$ cat config.mk
export PLATFORM = sky130hd
export DESIGN_NAME = deadline_sorted_timer_queue_unit
export DESIGN_NICKNAME = d
export VERILOG_FILES = /design/src/rtl/dstq_pkg.sv /design/src/rtl/deadline_sorted_timer_queue_unit.sv
export SDC_FILE = /design/constraint.sdc
export NUM_CORES = 2
export LEC_CHECK = 0
export ABC_AREA = 1
export BUFFER_PORTS_ARGS = -buffer_cell sky130_fd_sc_hd__buf_2
export CAP_MARGIN = 20
export CELL_PAD_IN_SITES_DETAIL_PLACEMENT = 1
export CELL_PAD_IN_SITES_GLOBAL_PLACEMENT = 2
export CORE_UTILIZATION = 47
export CTS_BUF_LIST = sky130_fd_sc_hd__clkbuf_8 sky130_fd_sc_hd__clkbuf_16
export DETAILED_ROUTE_END_ITERATION = 7
export GPL_TIMING_DRIVEN = 0
export PLACE_DENSITY_LB_ADDON = 0.1
export SLEW_MARGIN = 30
export SYNTH_ARGS = -nofsm -noshare
export SYNTH_HDL_FRONTEND = slang
export SYNTH_SLANG_ARGS = --single-unit
$ cat constraint.sdc
create_clock -name clk -period 10.3 [get_ports clk]
set_clock_uncertainty 0.15 [all_clocks]
set_input_delay 3.09 -clock clk [delete_from_list [all_inputs] [get_ports clk]]
set_output_delay 3.09 -clock clk [all_outputs]
set_load 0.03 [all_outputs]
$ cat src/rtl/dstq_pkg.sv
// Shared constants, codes and index helpers for the deadline-sorted timer queue.
`timescale 1ns / 1ps
package dstq_pkg;

	localparam int SLOTS  = 16;
	localparam int SLOT_W = $clog2(SLOTS);
	localparam int CNT_W  = $clog2(SLOTS + 1);
	localparam int OAW    = $clog2(2 * SLOTS);

	localparam logic [31:0] IDLE_INTERVAL_RST = 32'd60000;

	// command codes
	localparam logic [2:0] CMD_ADD    = 3'd0;
	localparam logic [2:0] CMD_UPDATE = 3'd1;
	localparam logic [2:0] CMD_CANCEL = 3'd2;
	localparam logic [2:0] CMD_TICK   = 3'd3;
	localparam logic [2:0] CMD_QUERY  = 3'd4;

	// result kinds
	localparam logic [2:0] KIND_HANDLE  = 3'd0;
	localparam logic [2:0] KIND_FIRED   = 3'd1;
	localparam logic [2:0] KIND_PENDING = 3'd2;
	localparam logic [2:0] KIND_NEXT    = 3'd3;
	localparam logic [2:0] KIND_FULL    = 3'd4;

	// slot status codes
	localparam logic [1:0] ST_FREE   = 2'd0;
	localparam logic [1:0] ST_IDLE   = 2'd1;
	localparam logic [1:0] ST_QUEUED = 2'd2;

	typedef logic [SLOT_W-1:0] slot_idx_t;
	typedef logic [CNT_W-1:0]  slot_cnt_t;
	typedef logic [OAW-1:0]    ord_addr_t;

	// position p past the ring head, wrapped into the slot range
	function automatic slot_idx_t ring_pos(input slot_idx_t head, input slot_cnt_t p);
		logic [SLOT_W:0] sum;
		sum = (SLOT_W + 1)'(head) + (SLOT_W + 1)'(p);
		if (sum >= (SLOT_W + 1)'(SLOTS))
			sum = sum - (SLOT_W + 1)'(SLOTS);
		return slot_idx_t'(sum);
	endfunction

	// order memory address: two banks of SLOTS entries
	function automatic ord_addr_t ord_addr(input logic bank, input slot_idx_t idx);
		ord_addr_t base;
		base = bank ? OAW'(SLOTS) : '0;
		return base + OAW'(idx);
	endfunction

endpackage

$ cat src/rtl/deadline_sorted_timer_queue_unit.sv
// Top level of the deadline-sorted one-shot timer queue.
`timescale 1ns / 1ps
// Usage:
//   A request (command, slot, delay_ms, autorelease, now_ms) is taken at a
//   clock edge with start high and busy low; busy stays high until the request
//   is done. Each result sits on kind/handle/has_handle/value/last for one
//   cycle, marked by result_valid; last flags the final result of a request.
//   The first result comes at the earliest from the setup state through the
//   result register. The receiver cannot stall, so results are never held.
//   idle_interval is written through idle_interval_we/idle_interval_wdata;
//   the user must write it only while busy is low, as the block has no guard.
//   Query of an unqueued slot, cancel of an unqueued slot, add on a full
//   table and unknown commands finish straight from setup; query of a queued
//   slot reads the timer memory once. Add, update and cancel of a queued slot
//   walk the order memory (one entry a cycle, two read stages: order memory
//   then timer memory) to rebuild the order list. Tick steps through the fired
//   timers and the head timer with dependent order-then-timer memory reads.
//   The order list lives in two banks of a ring memory; each rebuild writes
//   the other bank. Timer start/delay pairs sit in a second memory.
//   Reset empties the queue, frees every slot and loads idle_interval with
//   60000; no clearing pass is needed.
module deadline_sorted_timer_queue_unit (
	input  logic        clk,
	input  logic        arst_n,
	input  logic        start,
	output logic        busy,
	input  logic [2:0]  command,
	input  logic [3:0]  slot,
	input  logic [31:0] delay_ms,
	input  logic        autorelease,
	input  logic [31:0] now_ms,
	input  logic        idle_interval_we,
	input  logic [31:0] idle_interval_wdata,
	output logic        result_valid,
	output logic [2:0]  kind,
	output logic [3:0]  handle,
	output logic        has_handle,
	output logic [31:0] value,
	output logic        last
);
	import dstq_pkg::*;

	localparam logic [3:0] S_IDLE  = 4'd0;
	localparam logic [3:0] S_SETUP = 4'd1;
	localparam logic [3:0] S_PRUN  = 4'd2;
	localparam logic [3:0] S_PFIN  = 4'd3;
	localparam logic [3:0] S_TRD   = 4'd4;
	localparam logic [3:0] S_TTM   = 4'd5;
	localparam logic [3:0] S_TEV   = 4'd6;
	localparam logic [3:0] S_QEV   = 4'd7;

	logic [3:0]  state_q;
	logic [31:0] idle_q;
	logic [2:0]  cmd_q;
	logic [3:0]  slot_q;
	logic [31:0] ival_q;
	logic        ar_in_q;
	logic [31:0] now_q;

	logic [1:0]  status_q [SLOTS];
	logic        autorel_q [SLOTS];
	slot_cnt_t   cnt_q;
	slot_idx_t   head_q;
	logic        bank_q;

	// rebuild walk
	slot_cnt_t   r_q;
	slot_cnt_t   w_q;
	logic        v_s1;
	logic        v_s2;
	slot_idx_t   e_s2;
	slot_idx_t   tgt_q;
	logic        arm_q;
	logic        ins_q;
	logic        carry_v_q;
	slot_idx_t   carry_q;
	slot_idx_t   h_q;

	// memories
	slot_idx_t   ord_mem [2 * SLOTS];
	slot_idx_t   ord_rd_q;
	ord_addr_t   ord_ra;
	logic        ord_we;
	ord_addr_t   ord_wa;
	slot_idx_t   ord_wd;
	logic [63:0] tmr_mem [SLOTS];
	logic [63:0] tmr_rd_q;
	slot_idx_t   tmr_ra;
	logic        tmr_we;

	// result register
	logic        res_v_q;
	logic [2:0]  res_kind_q;
	logic [3:0]  res_handle_q;
	logic        res_has_q;
	logic [31:0] res_value_q;
	logic        res_last_q;
	logic        res_fire;

	logic        accept;
	slot_idx_t   slot_ix;
	logic        in_rng;
	logic        free_found;
	slot_idx_t   free_ix;
	logic [31:0] t_start;
	logic [31:0] t_delay;
	logic [31:0] t_diff;
	logic [32:0] t_left;
	logic        ahead;
	logic        expired;
	logic        e_keep;
	logic        ins_here;
	logic [SLOTS-1:0] queued_vec;

	assign accept  = start && (state_q == S_IDLE);
	assign busy    = (state_q != S_IDLE);
	assign slot_ix = slot_idx_t'(slot_q);
	assign in_rng  = ({28'd0, slot_q} < 32'(SLOTS));

	// timer arithmetic on the registered timer read
	assign t_start = tmr_rd_q[63:32];
	assign t_delay = tmr_rd_q[31:0];
	assign t_diff  = now_q - t_start;
	assign t_left  = {1'b0, t_delay} - {1'b0, t_diff};
	assign ahead   = $signed(t_left) < $signed({1'b0, ival_q});
	assign expired = (t_diff >= t_delay);

	// find the lowest free slot
	always_comb begin
		free_found = 1'b0;
		free_ix    = '0;
		for (int i = SLOTS - 1; i >= 0; i--) begin
			if (status_q[i] == ST_FREE) begin
				free_found = 1'b1;
				free_ix    = slot_idx_t'(i);
			end
		end
	end

	always_comb begin
		for (int i = 0; i < SLOTS; i++)
			queued_vec[i] = (status_q[i] == ST_QUEUED);
	end

	function automatic slot_idx_t tgt_sel();
		return (cmd_q == CMD_ADD) ? free_ix : slot_ix;
	endfunction

	// read addresses
	assign ord_ra = (state_q == S_PRUN) ? ord_addr(bank_q, ring_pos(head_q, r_q))
	                                    : ord_addr(bank_q, head_q);
	assign tmr_ra = (state_q == S_SETUP) ? slot_ix : ord_rd_q;
	assign tmr_we = (state_q == S_SETUP) &&
	                (((cmd_q == CMD_ADD) && free_found) || ((cmd_q == CMD_UPDATE) && in_rng));

	// rebuild writes into the other bank, one per cycle, insert held by a carry
	assign e_keep   = v_s2 && (e_s2 != tgt_q);
	assign ins_here = arm_q && !ins_q && !ahead;

	always_comb begin
		ord_we = 1'b0;
		ord_wa = ord_addr(!bank_q, slot_idx_t'(w_q));
		ord_wd = e_s2;
		if (state_q == S_PRUN && e_keep) begin
			ord_we = 1'b1;
			ord_wd = ins_here ? tgt_q : (carry_v_q ? carry_q : e_s2);
		end else if (state_q == S_PFIN) begin
			ord_we = carry_v_q || (arm_q && !ins_q);
			ord_wd = carry_v_q ? carry_q : tgt_q;
		end
	end

	// raise the result strobe for the cycle after these states
	always_comb begin
		res_fire = 1'b0;
		unique case (state_q)
			S_SETUP: res_fire = (cmd_q == CMD_ADD) || ((cmd_q == CMD_UPDATE) && in_rng) ||
				((cmd_q == CMD_QUERY) && !(in_rng && status_q[slot_ix] == ST_QUEUED));
			S_TRD:   res_fire = (cnt_q == '0);
			S_TEV, S_QEV: res_fire = 1'b1;
			default: ;
		endcase
	end

	// order memory
	always_ff @(posedge clk) begin
		if (ord_we)
			ord_mem[ord_wa] <= ord_wd;
		ord_rd_q <= ord_mem[ord_ra];
	end

	// timer memory: start in the upper half, delay in the lower half
	always_ff @(posedge clk) begin
		if (tmr_we)
			tmr_mem[tgt_sel()] <= {now_q, ival_q};
		tmr_rd_q <= tmr_mem[tmr_ra];
	end

	// request fields and walk payload
	always_ff @(posedge clk) begin
		if (accept) begin
			cmd_q   <= command;
			slot_q  <= slot;
			ival_q  <= delay_ms;
			ar_in_q <= autorelease;
			now_q   <= now_ms;
		end
		e_s2 <= ord_rd_q;
		if (state_q == S_TTM)
			h_q <= ord_rd_q;
		if (state_q == S_SETUP)
			tgt_q <= tgt_sel();
		if (state_q == S_PRUN && e_keep && (ins_here || carry_v_q))
			carry_q <= e_s2;
		if (state_q == S_SETUP && cmd_q == CMD_ADD && free_found)
			autorel_q[free_ix] <= ar_in_q;
		if (state_q == S_SETUP && cmd_q == CMD_UPDATE && in_rng &&
		    status_q[slot_ix] == ST_FREE)
			autorel_q[slot_ix] <= 1'b0;
		unique case (state_q)
			S_SETUP: begin
				res_last_q <= 1'b1;
				unique case (cmd_q)
					CMD_ADD: begin
						res_kind_q   <= free_found ? KIND_HANDLE : KIND_FULL;
						res_has_q    <= free_found && !ar_in_q;
						res_handle_q <= (free_found && !ar_in_q) ? 4'(free_ix) : 4'd0;
						res_value_q  <= '0;
					end
					CMD_QUERY: begin
						res_kind_q   <= KIND_PENDING;
						res_has_q    <= 1'b1;
						res_handle_q <= slot_q;
						res_value_q  <= '1;
					end
					default: begin
						res_kind_q   <= KIND_HANDLE;
						res_has_q    <= 1'b1;
						res_handle_q <= slot_q;
						res_value_q  <= '0;
					end
				endcase
			end
			S_TRD: begin
				res_kind_q   <= KIND_NEXT;
				res_handle_q <= '0;
				res_has_q    <= 1'b0;
				res_value_q  <= idle_q;
				res_last_q   <= 1'b1;
			end
			S_TEV: begin
				res_kind_q   <= expired ? KIND_FIRED : KIND_NEXT;
				res_handle_q <= expired ? 4'(h_q) : 4'd0;
				res_has_q    <= expired;
				res_value_q  <= expired ? 32'd0 : t_left[31:0];
				res_last_q   <= !expired;
			end
			S_QEV: begin
				res_kind_q   <= KIND_PENDING;
				res_handle_q <= slot_q;
				res_has_q    <= 1'b1;
				res_value_q  <= (!t_left[32] && t_left != '0) ? t_left[31:0] : 32'd1;
				res_last_q   <= 1'b1;
			end
			default: ;
		endcase
	end

	// control: sequencer, queue bookkeeping, slot status
	always_ff @(posedge clk or negedge arst_n) begin
		if (!arst_n) begin
			state_q   <= S_IDLE;
			idle_q    <= IDLE_INTERVAL_RST;
			cnt_q     <= '0;
			head_q    <= '0;
			bank_q    <= 1'b0;
			r_q       <= '0;
			w_q       <= '0;
			v_s1      <= 1'b0;
			v_s2      <= 1'b0;
			arm_q     <= 1'b0;
			ins_q     <= 1'b0;
			carry_v_q <= 1'b0;
			res_v_q   <= 1'b0;
			for (int i = 0; i < SLOTS; i++)
				status_q[i] <= ST_FREE;
		end else begin
			res_v_q <= res_fire;
			if (idle_interval_we)
				idle_q <= idle_interval_wdata;
			unique case (state_q)
				S_IDLE: begin
					if (start)
						state_q <= S_SETUP;
				end
				S_SETUP: begin
					r_q       <= '0;
					w_q       <= '0;
					v_s1      <= 1'b0;
					v_s2      <= 1'b0;
					ins_q     <= 1'b0;
					carry_v_q <= 1'b0;
					arm_q     <= (cmd_q != CMD_CANCEL);
					unique case (cmd_q)
						CMD_ADD: begin
							if (free_found) begin
								status_q[free_ix] <= ST_QUEUED;
								state_q <= S_PRUN;
							end else begin
								state_q <= S_IDLE;
							end
						end
						CMD_UPDATE: begin
							if (in_rng) begin
								status_q[slot_ix] <= ST_QUEUED;
								state_q <= S_PRUN;
							end else begin
								state_q <= S_IDLE;
							end
						end
						CMD_CANCEL: begin
							if (in_rng) begin
								status_q[slot_ix] <= ST_FREE;
								state_q <= (status_q[slot_ix] == ST_QUEUED) ? S_PRUN : S_IDLE;
							end else begin
								state_q <= S_IDLE;
							end
						end
						CMD_TICK: state_q <= S_TRD;
						CMD_QUERY: state_q <= (in_rng && status_q[slot_ix] == ST_QUEUED) ?
						                      S_QEV : S_IDLE;
						default: state_q <= S_IDLE;
					endcase
				end
				S_PRUN: begin
					v_s1 <= (r_q < cnt_q);
					v_s2 <= v_s1;
					if (r_q < cnt_q)
						r_q <= r_q + 1'b1;
					if (e_keep) begin
						w_q <= w_q + 1'b1;
						if (ins_here) begin
							ins_q     <= 1'b1;
							carry_v_q <= 1'b1;
						end
					end
					if (r_q >= cnt_q && !v_s1 && !v_s2)
						state_q <= S_PFIN;
				end
				S_PFIN: begin
					cnt_q     <= w_q + slot_cnt_t'(ord_we);
					bank_q    <= !bank_q;
					head_q    <= '0;
					carry_v_q <= 1'b0;
					state_q   <= S_IDLE;
				end
				S_TRD: state_q <= (cnt_q == '0) ? S_IDLE : S_TTM;
				S_TTM: state_q <= S_TEV;
				S_TEV: begin
					if (expired) begin
						head_q <= ring_pos(head_q, slot_cnt_t'(1));
						cnt_q  <= cnt_q - 1'b1;
						status_q[h_q] <= autorel_q[h_q] ? ST_FREE : ST_IDLE;
						state_q <= S_TRD;
					end else begin
						state_q <= S_IDLE;
					end
				end
				S_QEV: state_q <= S_IDLE;
				default: state_q <= S_IDLE;
			endcase
		end
	end

	assign result_valid = res_v_q;
	assign kind         = res_kind_q;
	assign handle       = res_handle_q;
	assign has_handle   = res_has_q;
	assign value        = res_value_q;
	assign last         = res_last_q;

`ifndef SYNTHESIS
	a_cnt_range: assert property (@(posedge clk) disable iff (!arst_n)
		cnt_q <= slot_cnt_t'(SLOTS))
		else $error("queue count beyond slot count");
	a_cnt_matches_status: assert property (@(posedge clk) disable iff (!arst_n)
		!busy |-> ($countones(queued_vec) == 32'(cnt_q)))
		else $error("queue count disagrees with queued slots");
	a_last_ends: assert property (@(posedge clk) disable iff (!arst_n)
		(result_valid && last) |=> !result_valid)
		else $error("result after final result of a request");
	a_accept_busy: assert property (@(posedge clk) disable iff (!arst_n)
		accept |=> busy)
		else $error("accepted request did not raise busy");
	a_result_from_busy: assert property (@(posedge clk) disable iff (!arst_n)
		$rose(result_valid) |-> $past(busy))
		else $error("result without a request in progress");
`endif

endmodule
==> results.cfg <==
[global_route]
grt_max_degree = 55
grt-ovfl-total = 0
grt_util_all_layers_pct = 33.21
grt_pass1_vias = 47360
grt_pass1_wl_um = 325500
antenna_found_initial = 16

[timing]
finalCriticalPeriod_ns = 8.335
rsz0062_at_grt = no
max_slew.worst_pin.slew_ns = 1.054
hold_viol_final = 0
maxClockFrequency_mhz = 120.0
worst_slack_ns = 1.965
finalCritPeriodShare_pct = 80.92
finalSetupViolations = 0
final_max_slew_viol_count = 0
relSlewSlack_pct = 29.74

[logic_synthesis]
ys_types = 60
yosysWarningCount = 0
ys_ff_latch = 1462
syn_avg_cell_area_um2 = 11.63
syn_nets = 5617
synth_top_area_cell = edfxtp_1
synthArstFlopShare_pct = 6.361
synth_area_leaders = edfxtp_1 62%, nor2_1 5.1%, o21ai_0 4.9%
synth_common_cells = 1293 x edfxtp_1, 854 x nor2_1, 610 x o21ai_0
synth_edf_count = 1293
syn_inst = 5395
seq_area_frac_synth_pct = 68.01
synth_most_common_cell = edfxtp_1
synth_ff_type = edfxtp_1
syn_area_mm2 = 0.06277
synth_top_area_share_pct = 61.86

[critical_path]
crit_path_start_kind = flip-flop
cp.arrival_ns = 8.53
slowest_stage = edfxtp_1
reg2reg_from = now_q[3]
cp_common_cell = nand2_1
cp_max_fo = 32
worstSetupPathType = flip-flop to flip-flop
max_stage_delay_ns = 0.80
cp.required_ns = 10.50
crit_start = now_q[3]
cp-end-kind = flip-flop

[die]
start_util_pct = 47.56
dieArea_mm2 = 0.1350
core_mm2 = 0.1320
dieWidth_um = 367.4
rows = 133
die_y_um = 367.4
ios = 151

[route]
firstDrtPassIters = 6
drt_iter0_drc = 4887
drc = 0
route.antenna.remaining_nets = 0
via_per_inst = 6.107
vias = 46870
wirelength_um = 226700
wl_per_cell_um = 29.54

[final_layout]
fin_nets = 6002
syn_to_final_growth_pct = 16.50
final_layout_size_suffix_gt1_share_pct = 10.88

[place]
dp_worst_setup_slack_ns = 1.813
place.gp.congestion = 0.9290
dpl.hpwl_um = 160700
port_buffers = 149

[clock_network]
cts_root_buf = clkbuf_16
post_cts_resized = 0
clock_latency_ns = 0.81
clock_sinks = 1462
clk_path_buf_depth = 3
clkSlewWorstSetupHoldPaths_ns = 0.06
post-cts-setup-buffer-count = 0
cts_tree = done
hold_buffers = 0
htreeDepth = 4
cts_buffers = 155

[job]
max-cap-violations = 0

[hold_path]
hold_start = ord_rd_q[0]
hold_path_class = flip-flop to flip-flop

[status]
status = finished clean
-- final timing paths --
kind                            depth (start not counted)             end  slack [ns]
worst max-delay path                                   34  ord_mem[27][0]        1.96
worst min-delay path                                    0         e_s2[0]        0.30
worst max register to register                         34  ord_mem[27][0]        1.96
worst min register to register                          0         e_s2[0]        0.30
max in group asynchronous                               2       head_q[1]        7.22
min in group asynchronous                               1     status_q[6]        2.15
-- cell type report --
class | instances | area [µm²]
antenna | 8 | 20.02
buffer | 284 | 1206
clock buffer | 167 | 4055
clock inverter | 122 | 1069
fill | 13630 | 58840
inverter | 383 | 1438
multi-input combinational | 3266 | 17600
sequential | 1462 | 42680
tap | 1755 | 2196
timing repair buffer | 228 | 2849
-- stage by stage --
step | std cells | instance area, µm² | setup TNS, ns | hold WS, ns | util [%]
5_1_grt | 7669 | 73100 | 0 | 0.3088 | 55.40
6_report | 7675 | 73120 | 0 | 0.2982 | 55.41
2_1_floorplan | 5395 | 62770 | 0 | 0.2109 | -
3_3_place_gp | 7299 | 65710 | -14.16 | 0.2978 | 49.79
3_5_place_dp | 7378 | 67970 | 0 | 0.2879 | 51.51
4_1_cts | 7667 | 73100 | 0 | 0.2963 | 55.39
-- cells in the final DEF (no fill, tap or decap), drive strengths merged, types with 3 or more instances in the layout --
cell type  synthesis  routed
edfxtp          1293    1293
clkinv             4      56
dfstp              7       7
fa                 3       3
a21oi            148     148
o21bai             5       5
nor2             865     865
mux2              30      30
buf               83     311
nor4               3       3
xnor2             27      27
nand3            189     189
a22oi             15      15
nor3              22      22
nand2            578     578
clkbuf           201     368
nand3b             4       4
ha               111     111
bufinv             0      13
o22ai            106     106
o221ai           205     205
a21boi             4       4
diode              0       8
inv              379     434
dfrtp             86      86
mux2i              4       4
o21a              12      12
xor2              27      27
a31oi             13      13
o21ai            688     688
a21o               6       6
o2111ai            3       3
o211ai           103     103
nand4             84      84
dfxtp             76      76
-- logic make-up after synthesis --
| kind of cell | synth area share, % |
|---|---|
| AOI/OAI and AO/OA | 12.67 |
| adders and majority gates | 2.308 |
| DFF | 68.01 |
| xor gates and xnor gates | 0.7535 |
| buffers and inverters | 4.204 |
| muxes | 0.6020 |
| and+or+nand+nor | 11.46 |
-- state kept, by name (all words and copies together), names as in the netlist, 3 cells and up, named ones only --
| register | cells |
|---|---|
| tmr_mem | 1024 |
| ord_mem | 128 |
| tmr_rd_q | 64 |
| idle_q | 32 |
| ival_q | 32 |
| now_q | 32 |
| status_q | 32 |
| value | 32 |
| autorel_q | 16 |
| cnt_q | 5 |
| r_q | 5 |
| w_q | 5 |
| carry_q | 4 |
| e_s2 | 4 |
| h_q | 4 |
| handle | 4 |
| head_q | 4 |
| ord_rd_q | 4 |
| slot_ix | 4 |
| tgt_q | 4 |
| cmd_q | 3 |
| kind | 3 |
| state_q | 3 |
-- per-layer routing --
| metal | GRT usage (%) | up-vias | share of wire [%] |
|---|---|---|---|
| met3 | 6.015 | 437 | 8.4 |
| li1 | - | 20380 | - |
| met4 | 12.00 | 8 | 3.6 |
| met5 | 0 | - | 0.030 |
| met2 | 51.64 | 2223 | 45 |
| met1 | 46.69 | 23820 | 43 |
-- critical path, delay by kind of cell (launching register included) --
| kind | cells | cell delay, ns |
|---|---|---|
| AND/OR/NAND/NOR | 19 | 2.61 |
| AO/OA/AOI/OAI | 9 | 2.38 |
| adder cells (fa/ha/maj) | 3 | 1.25 |
| flip-flops | 1 | 0.80 |
| XOR/XNOR | 1 | 0.47 |
| buffers and inverters | 2 | 0.18 |
Power is left out: the tool's default activity adds up to more than one toggle a clock period on the data nets, which glitch-free logic cannot reach.
